File: src/rtl/pal_pkg.sv
`timescale 1ns / 1ps
`default_nettype none
// ----------------------------------------------------------------------------
// pal_pkg: shared definitions for the positional array list
// Operation and status codes, field widths and the command and status
// structs between the controller and the datapath.
// ----------------------------------------------------------------------------
package pal_pkg;

    localparam int CAPACITY_DEF = 64;

    localparam int OP_W   = 3;
    localparam int POS_W  = 7;
    localparam int DATA_W = 32;
    localparam int ST_W   = 2;
    localparam int CNT_W  = 7;

    localparam logic [OP_W-1:0] OP_GET    = 3'd0;
    localparam logic [OP_W-1:0] OP_INSERT = 3'd1;
    localparam logic [OP_W-1:0] OP_DELETE = 3'd2;
    localparam logic [OP_W-1:0] OP_CLEAR  = 3'd3;
    localparam logic [OP_W-1:0] OP_DUMP   = 3'd4;

    localparam logic [ST_W-1:0] ST_OK        = 2'd0;
    localparam logic [ST_W-1:0] ST_BAD_POS   = 2'd1;
    localparam logic [ST_W-1:0] ST_LIST_FULL = 2'd2;

    // Commands from the controller to the datapath.
    typedef struct packed {
        logic start;     // latch request, set up pointers, first read
        logic clear;     // empty the list
        logic rd_step;   // read at the read pointer and advance it
        logic wr_shift;  // write read data at the write pointer and advance it
        logic finish;    // close an insert or delete
        logic out_data;  // load the output register with read data
        logic out_stat;  // load the output register with the request status
    } t_cmd;

    // Status from the datapath to the controller.
    typedef struct packed {
        logic req_ok;       // incoming request passes its checks
        logic count_zero;   // list is empty
        logic remain_zero;  // no reads left in the current walk
        logic out_free;     // output register can take a result this cycle
    } t_stat;

endpackage
`default_nettype wire

File: src/rtl/pal_datapath.sv
`timescale 1ns / 1ps
`default_nettype none
// ----------------------------------------------------------------------------
// pal_datapath: element memory, length, walk pointers and output register
// Holds the list storage and moves entries one per cycle under command.
// ----------------------------------------------------------------------------
module pal_datapath #(
    parameter int CAPACITY = pal_pkg::CAPACITY_DEF
) (
    input  wire                          i_clk,
    input  wire                          i_rst_n,
    input  wire  pal_pkg::t_cmd          i_cmd,
    output pal_pkg::t_stat               o_stat,
    input  wire  [pal_pkg::OP_W-1:0]     i_op,
    input  wire  [pal_pkg::POS_W-1:0]    i_position,
    input  wire  [pal_pkg::DATA_W-1:0]   i_value,
    output logic                         o_out_valid,
    input  wire                          i_out_ready,
    output logic [pal_pkg::ST_W-1:0]     o_status,
    output logic [pal_pkg::DATA_W-1:0]   o_element,
    output logic [pal_pkg::CNT_W-1:0]    o_count,
    output logic                         o_is_empty,
    output logic                         o_last
);
    import pal_pkg::*;

    localparam int AW = $clog2(CAPACITY);

    logic [DATA_W-1:0] mem [CAPACITY];
    logic [DATA_W-1:0] r_rdata;
    logic [CNT_W-1:0]  r_count;
    logic [CNT_W-1:0]  r_remain;
    logic [AW-1:0]     r_rd_addr;
    logic [AW-1:0]     r_wr_addr;
    logic [AW-1:0]     r_ins_addr;
    logic [DATA_W-1:0] r_val;
    logic              r_dir_down;
    logic [ST_W-1:0]   r_req_status;

    logic [ST_W-1:0]   req_status;
    logic              pos_zero;
    logic              pos_le_cnt;
    logic              pos_le_cnt1;
    logic              list_full;
    logic [AW-1:0]     rd_addr;
    logic              rd_en;
    logic [AW-1:0]     wr_addr;
    logic [DATA_W-1:0] wr_data;
    logic              wr_en;
    logic [AW-1:0]     pos_m1;
    logic [CNT_W:0]    ins_moves;

    assign pos_zero    = (i_position == '0);
    assign pos_le_cnt  = (i_position <= r_count);
    assign pos_le_cnt1 = ({1'b0, i_position} <= ({1'b0, r_count} + (CNT_W+1)'(1)));
    assign list_full   = (r_count == CNT_W'(CAPACITY));
    assign pos_m1      = AW'(i_position - POS_W'(1));
    assign ins_moves   = {1'b0, r_count} - {1'b0, i_position} + (CNT_W+1)'(1);

    always_comb begin
        case (i_op)
            OP_GET, OP_DELETE: begin
                req_status = (pos_zero || !pos_le_cnt) ? ST_BAD_POS : ST_OK;
            end
            OP_INSERT: begin
                if (pos_zero || !pos_le_cnt1) begin
                    req_status = ST_BAD_POS;
                end else if (list_full) begin
                    req_status = ST_LIST_FULL;
                end else begin
                    req_status = ST_OK;
                end
            end
            default: begin
                req_status = ST_OK;
            end
        endcase
    end

    // Read port: the first read of a get or dump is issued at acceptance.
    assign rd_en   = i_cmd.start | i_cmd.rd_step;
    assign rd_addr = i_cmd.start ? ((i_op == OP_GET) ? pos_m1 : '0) : r_rd_addr;

    assign wr_en   = i_cmd.wr_shift | (i_cmd.finish & r_dir_down);
    assign wr_addr = i_cmd.wr_shift ? r_wr_addr : r_ins_addr;
    assign wr_data = i_cmd.wr_shift ? r_rdata : r_val;

    always_ff @(posedge i_clk) begin
        if (wr_en) begin
            mem[wr_addr] <= wr_data;
        end
        if (rd_en) begin
            r_rdata <= mem[rd_addr];
        end
    end

    always_ff @(posedge i_clk) begin
        if (i_cmd.start) begin
            r_val        <= i_value;
            r_ins_addr   <= pos_m1;
            r_req_status <= req_status;
            r_dir_down   <= (i_op == OP_INSERT);
            case (i_op)
                OP_INSERT: begin
                    r_rd_addr <= AW'(r_count - CNT_W'(1));
                    r_wr_addr <= AW'(r_count);
                    r_remain  <= CNT_W'(ins_moves);
                end
                OP_DELETE: begin
                    r_rd_addr <= AW'(i_position);
                    r_wr_addr <= pos_m1;
                    r_remain  <= r_count - CNT_W'(i_position);
                end
                OP_DUMP: begin
                    r_rd_addr <= AW'(1);
                    r_wr_addr <= '0;
                    r_remain  <= r_count - CNT_W'(1);
                end
                default: begin
                    r_rd_addr <= '0;
                    r_wr_addr <= '0;
                    r_remain  <= '0;
                end
            endcase
        end else begin
            if (i_cmd.rd_step) begin
                r_rd_addr <= r_dir_down ? (r_rd_addr - AW'(1)) : (r_rd_addr + AW'(1));
                r_remain  <= r_remain - CNT_W'(1);
            end
            if (i_cmd.wr_shift) begin
                r_wr_addr <= r_dir_down ? (r_wr_addr - AW'(1)) : (r_wr_addr + AW'(1));
            end
        end
    end

    always_ff @(posedge i_clk) begin
        if (!i_rst_n) begin
            r_count <= '0;
        end else if (i_cmd.clear) begin
            r_count <= '0;
        end else if (i_cmd.finish) begin
            r_count <= r_dir_down ? (r_count + CNT_W'(1)) : (r_count - CNT_W'(1));
        end
    end

    // Output register with its own valid flag.
    always_ff @(posedge i_clk) begin
        if (!i_rst_n) begin
            o_out_valid <= 1'b0;
        end else if (i_cmd.out_data || i_cmd.out_stat) begin
            o_out_valid <= 1'b1;
        end else if (i_out_ready) begin
            o_out_valid <= 1'b0;
        end
    end

    always_ff @(posedge i_clk) begin
        if (i_cmd.out_data) begin
            o_status   <= ST_OK;
            o_element  <= r_rdata;
            o_count    <= r_count;
            o_is_empty <= (r_count == '0);
            o_last     <= (r_remain == '0);
        end else if (i_cmd.out_stat) begin
            o_status   <= r_req_status;
            o_element  <= '0;
            o_count    <= r_count;
            o_is_empty <= (r_count == '0);
            o_last     <= 1'b1;
        end
    end

    assign o_stat.req_ok      = (req_status == ST_OK);
    assign o_stat.count_zero  = (r_count == '0);
    assign o_stat.remain_zero = (r_remain == '0);
    assign o_stat.out_free    = !o_out_valid || i_out_ready;

endmodule
`default_nettype wire

File: src/rtl/pal_ctrl.sv
`timescale 1ns / 1ps
`default_nettype none
// ----------------------------------------------------------------------------
// pal_ctrl: request sequencer for the positional array list
// Accepts a request, steps the datapath through shifts or reads, and
// schedules each result into the output register.
// ----------------------------------------------------------------------------
module pal_ctrl (
    input  wire                       i_clk,
    input  wire                       i_rst_n,
    input  wire                       i_in_valid,
    output logic                      o_in_ready,
    input  wire  [pal_pkg::OP_W-1:0]  i_op,
    input  wire  pal_pkg::t_stat      i_stat,
    output pal_pkg::t_cmd             o_cmd
);
    import pal_pkg::*;

    localparam logic [1:0] S_IDLE      = 2'd0;
    localparam logic [1:0] S_SHIFT     = 2'd1;
    localparam logic [1:0] S_EMIT_DATA = 2'd2;
    localparam logic [1:0] S_EMIT_STAT = 2'd3;

    logic [1:0] r_state;
    logic [1:0] n_state;
    logic       r_pend;
    logic       n_pend;
    logic       accept;

    assign o_in_ready = (r_state == S_IDLE);
    assign accept     = i_in_valid && o_in_ready;

    always_comb begin
        o_cmd   = '0;
        n_state = r_state;
        n_pend  = r_pend;
        case (r_state)
            S_IDLE: begin
                if (accept) begin
                    o_cmd.start = 1'b1;
                    n_pend      = 1'b0;
                    case (i_op)
                        OP_GET: begin
                            n_state = i_stat.req_ok ? S_EMIT_DATA : S_EMIT_STAT;
                        end
                        OP_INSERT, OP_DELETE: begin
                            n_state = i_stat.req_ok ? S_SHIFT : S_EMIT_STAT;
                        end
                        OP_CLEAR: begin
                            o_cmd.clear = 1'b1;
                            n_state     = S_EMIT_STAT;
                        end
                        OP_DUMP: begin
                            n_state = i_stat.count_zero ? S_EMIT_STAT : S_EMIT_DATA;
                        end
                        default: begin
                            n_state = S_EMIT_STAT;
                        end
                    endcase
                end
            end
            S_SHIFT: begin
                // A read issued in one cycle is written back in the next.
                o_cmd.rd_step  = !i_stat.remain_zero;
                o_cmd.wr_shift = r_pend;
                n_pend         = !i_stat.remain_zero;
                if (i_stat.remain_zero && !r_pend) begin
                    o_cmd.finish = 1'b1;
                    n_state      = S_EMIT_STAT;
                end
            end
            S_EMIT_DATA: begin
                if (i_stat.out_free) begin
                    o_cmd.out_data = 1'b1;
                    if (i_stat.remain_zero) begin
                        n_state = S_IDLE;
                    end else begin
                        o_cmd.rd_step = 1'b1;
                    end
                end
            end
            S_EMIT_STAT: begin
                if (i_stat.out_free) begin
                    o_cmd.out_stat = 1'b1;
                    n_state        = S_IDLE;
                end
            end
            default: begin
                n_state = S_IDLE;
            end
        endcase
    end

    always_ff @(posedge i_clk) begin
        if (!i_rst_n) begin
            r_state <= S_IDLE;
            r_pend  <= 1'b0;
        end else begin
            r_state <= n_state;
            r_pend  <= n_pend;
        end
    end

endmodule
`default_nettype wire

File: src/rtl/positional_array_list_unit.sv
`timescale 1ns / 1ps
`default_nettype none
// Get, clear, dump of an empty list and rejected or unknown requests load their one result
// in the emit state that follows acceptance, once the output register is free; a dump loads
// its first element the same way, then one per cycle while the output register is free.
// Insert and delete shift entries first. One request at a time; the next waits for idle.
// The walk moves one entry per cycle (one read and one write port on the element memory).
// Reset (synchronous, active low) empties the list and output register; memory is not cleared.
// ----------------------------------------------------------------------------
// positional_array_list_unit: fixed-capacity ordered list of signed words
// Get, insert, delete, clear and dump by 1-based position, with status,
// length and empty flag on every result.
// ----------------------------------------------------------------------------
module positional_array_list_unit #(
    parameter int CAPACITY = pal_pkg::CAPACITY_DEF
) (
    input  wire                          i_clk,
    input  wire                          i_rst_n,
    // Request channel.
    input  wire                          i_in_valid,
    output logic                         o_in_ready,
    input  wire  [pal_pkg::OP_W-1:0]     i_op,
    input  wire  [pal_pkg::POS_W-1:0]    i_position,
    input  wire  [pal_pkg::DATA_W-1:0]   i_value,
    // Result channel.
    output logic                         o_out_valid,
    input  wire                          i_out_ready,
    output logic [pal_pkg::ST_W-1:0]     o_status,
    output logic [pal_pkg::DATA_W-1:0]   o_element,
    output logic [pal_pkg::CNT_W-1:0]    o_count,
    output logic                         o_is_empty,
    output logic                         o_last
);
    import pal_pkg::*;

    // The controller only sequences; all storage and arithmetic live in the
    // datapath. A result sits in the datapath's output register so that the
    // controller can go back to idle and take the next request while the
    // result waits for its transfer.
    t_cmd  cmd;
    t_stat stat;

    pal_ctrl u_ctrl (
        .i_clk      (i_clk),
        .i_rst_n    (i_rst_n),
        .i_in_valid (i_in_valid),
        .o_in_ready (o_in_ready),
        .i_op       (i_op),
        .i_stat     (stat),
        .o_cmd      (cmd)
    );

    // Insert shifts entries up from the tail toward the insert point, delete
    // shifts them down from the removed entry to the tail; in both cases a
    // read and the write of the previous read overlap, so one entry moves
    // per cycle.
    pal_datapath #(
        .CAPACITY (CAPACITY)
    ) u_datapath (
        .i_clk       (i_clk),
        .i_rst_n     (i_rst_n),
        .i_cmd       (cmd),
        .o_stat      (stat),
        .i_op        (i_op),
        .i_position  (i_position),
        .i_value     (i_value),
        .o_out_valid (o_out_valid),
        .i_out_ready (i_out_ready),
        .o_status    (o_status),
        .o_element   (o_element),
        .o_count     (o_count),
        .o_is_empty  (o_is_empty),
        .o_last      (o_last)
    );

endmodule
`default_nettype wire

File: config.mk
export PLATFORM = sky130hd
export DESIGN_NAME = positional_array_list_unit
export DESIGN_NICKNAME = d
export VERILOG_FILES = /design/src/rtl/pal_pkg.sv /design/src/rtl/pal_datapath.sv /design/src/rtl/pal_ctrl.sv /design/src/rtl/positional_array_list_unit.sv
export SDC_FILE = /design/constraint.sdc
export NUM_CORES = 2
export LEC_CHECK = 0
export BUFFER_PORTS_ARGS = -buffer_cell sky130_fd_sc_hd__buf_2
export CORE_UTILIZATION = 30
export DETAILED_ROUTE_END_ITERATION = 8
export GPL_TIMING_DRIVEN = 1
export HOLD_SLACK_MARGIN = 0.03
export PLACE_DENSITY_LB_ADDON = 0.25
export SYNTH_ARGS = -nofsm -noshare
export SYNTH_HDL_FRONTEND = slang
export SYNTH_HIERARCHICAL = 1
export SYNTH_SLANG_ARGS = --single-unit
File: constraint.sdc
create_clock -name i_clk -period 5.2 [get_ports i_clk]
set_input_delay 0.52 -clock i_clk [delete_from_list [all_inputs] [get_ports i_clk]]
set_output_delay 0.52 -clock i_clk [all_outputs]
set_load 0.01 [all_outputs]
==> impl_metrics.ini <==
[run_status]
run_status = finished clean

[die]
placementRows = 196
pin_count = 91
die_x_um = 539.1
fp.dieArea_mm2 = 0.2906
initial_utilization_pct = 30.26
die_y_um = 539.1
core-area_mm2 = 0.2859

[cts]
clock_sinks = 2194
cts_root_buffer = clkbuf_16
clockBufferDepth = 3
ctsHtreeMaxLevel = 4
cts_tree = done
clock_latency_ns = 0.89
cts-buffers-inserted = 224
path_clk_slew_ns = 0.06

[critical_path]
crit_family = compound AO/OA/AOI/OAI gates
cp_num_buf_inv = 4
slowest_stage = o21a_4
rrSetupSlack_ns = 0.12
critical_path_class = reg2reg
worstPathCellList = inv_1, ha_1, and2_2, or3b_1, o21a_4, buf_12, buf_12, buf_4, mux2i_1, a32oi_1, and3_1, a31oi_1, nand4_1
worstSetupStartpointType = flip-flop
cp_common_cell = buf_12
cp-end-kind = flip-flop
cpPeakStageDelay_ns = 0.89
worstPathArrival_ns = 5.59
path_max_fanout = 43
required_ns = 5.71

[logic_synthesis]
syn_area_mm2 = 0.08653
avgSynthCellArea_um2 = 16.01
synth_nets = 5499
ys_types = 68
ys.flop_type = edfxtp_1
synth_edf_count = 2181
ys_ff_latch = 2194
netlist_instances = 5405
yosys_warnings = 6
async_reset_ff_share_pct = 0
ys_seq_area_share_pct = 75.99

[layout]
utilization_pct = 35.38
fin_area_mm2 = 0.1012
area_growth_pct = 16.92
drive_above_1_share_pct = 13.92
layout.nets = 5822
final_cell_mix = edfxtp_1 (2181), nand2_1 (1070), mux2i_1 (521)
layout_commonest_cell = edfxtp_1

[routing]
ant_nets = 0
first_iter_violations = 4908
wire_per_inst_um = 26.62
drc = 0
routed_via_density = 5.154
num_vias = 49900
wl_mm = 257.7
drtPass1Iterations = 5

[pwr]
p_int_w = 0.03524
fin_total_pwr_w = 0.05405
powerDensity_mw_per_mm2 = 534.2
switching_share_pct = 34.80
comb_power_share_pct = 30.8
p_leak_nw = 34.43
clkPwrFrac_pct = 29.1
ir_drop_mv = 0.4129
p_seq_share_pct = 40.1
p_sw_w = 0.01881

[timing]
worst_pin_slew_ns = 1.399
finalSetupViolations = 0
relSlewSlack_pct = 6.714
period_share_pct = 97.62
slew_violations = 0
fin_skew_ns = 0.03316
grt_setup_unrepaired = false
hold_violations = 0
min_period_ns = 5.076
setup_tns_ns = 0
fmax_ghz = 0.1970

[global_route]
grt_pass1_vias = 49140
overflow = 0
grt_pass1_wl_mm = 365.3
track_usage_pct = 17.32
grt_antenna_before_repair = 23
grt_start_max_net_pins = 111

[placement]
place.gp.congestion = 0.8072
numPortBuffers = 90
dp_hpwl_mm = 148.9
placed_area_mm2 = 0.09372

[flow_run]
max_cap_viol_count = 0

[hold_path]
min_path_type = in2reg
[registers in the layout (all words and copies together) (netlist names)]
| signal | cells |
|---|---|
| u_datapath/o_status | 2 |
| u_datapath/o_count | 7 |
| u_datapath/r_req_status | 2 |
| u_datapath/o_element | 32 |
| u_datapath/mem | 2048 |
| u_ctrl/r_state | 2 |
| u_ctrl/r_pend | 1 |
| u_datapath/o_out_valid | 1 |
| u_datapath/o_is_empty | 1 |
| u_datapath/r_count | 7 |
| u_datapath/r_rdata | 32 |
| u_datapath/r_wr_addr | 6 |
| u_datapath/r_val | 32 |
| u_datapath/r_remain | 7 |
| u_datapath/r_rd_addr | 6 |
| u_datapath/r_ins_addr | 6 |
| u_datapath/o_last | 1 |
| u_datapath/r_dir_down | 1 |
[logic make-up (layout without fill, tap and decap cells)]
group,Yosys count,in the layout,synth area share (%)
flip-flops,2194,2194,75.99
AND/OR/NAND/NOR,1429,1429,6.994
AO/OA/AOI/OAI,767,767,7.137
multiplexers,554,554,6.456
buffers and inverters,372,886,2.238
adder cells (fa/ha/maj),48,48,0.7635
XOR/XNOR,41,41,0.4237
other,0,1,0
[per-layer routing]
layer | vias to the layer above | GRT usage (%) | routed length, µm
met3 | 340 | 4.427 | 21640
met4 | 12 | 4.336 | 5301
li1 | 21870 | - | -
met2 | 1765 | 26.93 | 116500
met5 | - | 0 | 74
met1 | 25920 | 24.04 | 114200
[power by group through the flow]
stage	Clock [W]	Combinational (W)	Sequential (W)
after floorplan	0	0.00982	0.0216
after global placement	0	0.0165	0.0220
after detailed placement	0	0.0166	0.0220
after CTS	0.0160	0.0167	0.0216
after global routing	0.0167	0.0177	0.0217
final	0.0157	0.0167	0.0217
[cell usage after synthesis (3+ instances only)]
cell type,instances,area (µm²)
a211oi_2,4,50.05
a21o_1,13,97.59
a21oi_1,32,160.2
a221oi_1,5,43.79
a22oi_1,7,52.55
a31oi_1,129,807.0
a32oi_1,514,4502
and2_1,38,237.7
and3_1,128,800.8
and4_1,5,43.79
buf_1,11,41.29
buf_2,117,585.6
buf_4,21,157.7
buf_6,42,473.0
clkbuf_1,141,529.3
dfxtp_1,13,260.3
edfxtp_1,2181,65490
fa_1,8,160.2
ha_1,40,500.5
inv_1,40,150.1
mux2_2,33,371.6
mux2i_1,521,5215
nand2_1,1070,4016
nand2b_1,8,50.05
nand3_1,6,30.03
nand4_1,36,225.2
nor2_1,99,371.6
nor2b_1,10,62.56
nor3_1,7,35.03
o21a_1,4,30.03
o21ai_0,15,75.07
o21ai_2,3,26.28
o21bai_1,4,30.03
o22ai_1,12,75.07
o32ai_1,3,26.28
or2_2,5,31.28
or3_1,3,18.77
xnor2_1,23,201.4
xor2_1,17,148.9
[worst register-to-register path: stages, from the launching register on]
cell	delay, ns
dfxtp_1	0.38
inv_1	0.10
ha_1	0.25
and2_2	0.29
or3b_1	0.26
o21a_4	0.89
buf_12	0.34
buf_12	0.27
buf_4	0.21
mux2i_1	0.21
a32oi_1	0.09
and3_1	0.22
a31oi_1	0.81
nand4_1	0.39
[path summary, 6_finish.rpt]
check             depth (start not counted)                        from                        to
setup / recovery                         13           u_ctrl/r_state[0]    u_datapath/r_rdata[29]
hold / removal                            2               i_position[0]  u_datapath/r_ins_addr[0]
setup reg to reg                         13           u_ctrl/r_state[0]    u_datapath/r_rdata[29]
hold reg to reg                           2  u_datapath/r_req_status[0]    u_datapath/o_status[0]
[cell type report]
type	count	area (µm²)
Fill cell	27000	184800
Sequential cell	2194	65750
Multi-Input combinational cell	2839	19410
Clock buffer	271	5782
Tap cell	3762	4707
Timing Repair Buffer	429	4059
Clock inverter	146	1314
Inverter	40	150.1
Antenna cell	1	2.502
[stage by stage]
step           cells  setup WS [ns]  hold slack (ns)
2_1_floorplan   5405          1.346           0.4460
3_3_place_gp    9229         0.3047           0.4652
3_5_place_dp    9229         0.2534           0.4862
4_1_cts         9681         0.2730           0.1184
5_1_grt         9681        0.07423           0.1559
6_report        9682         0.1236           0.1819
[what timing repair did]
action,in CTS,in global routing
resized for setup,0,1
hold endpoints to repair,36,0
setup endpoints to repair,0,1
hold buffers,35,0
buffers inserted,0,0
Note: power is estimated with default switching activity, not from simulation.
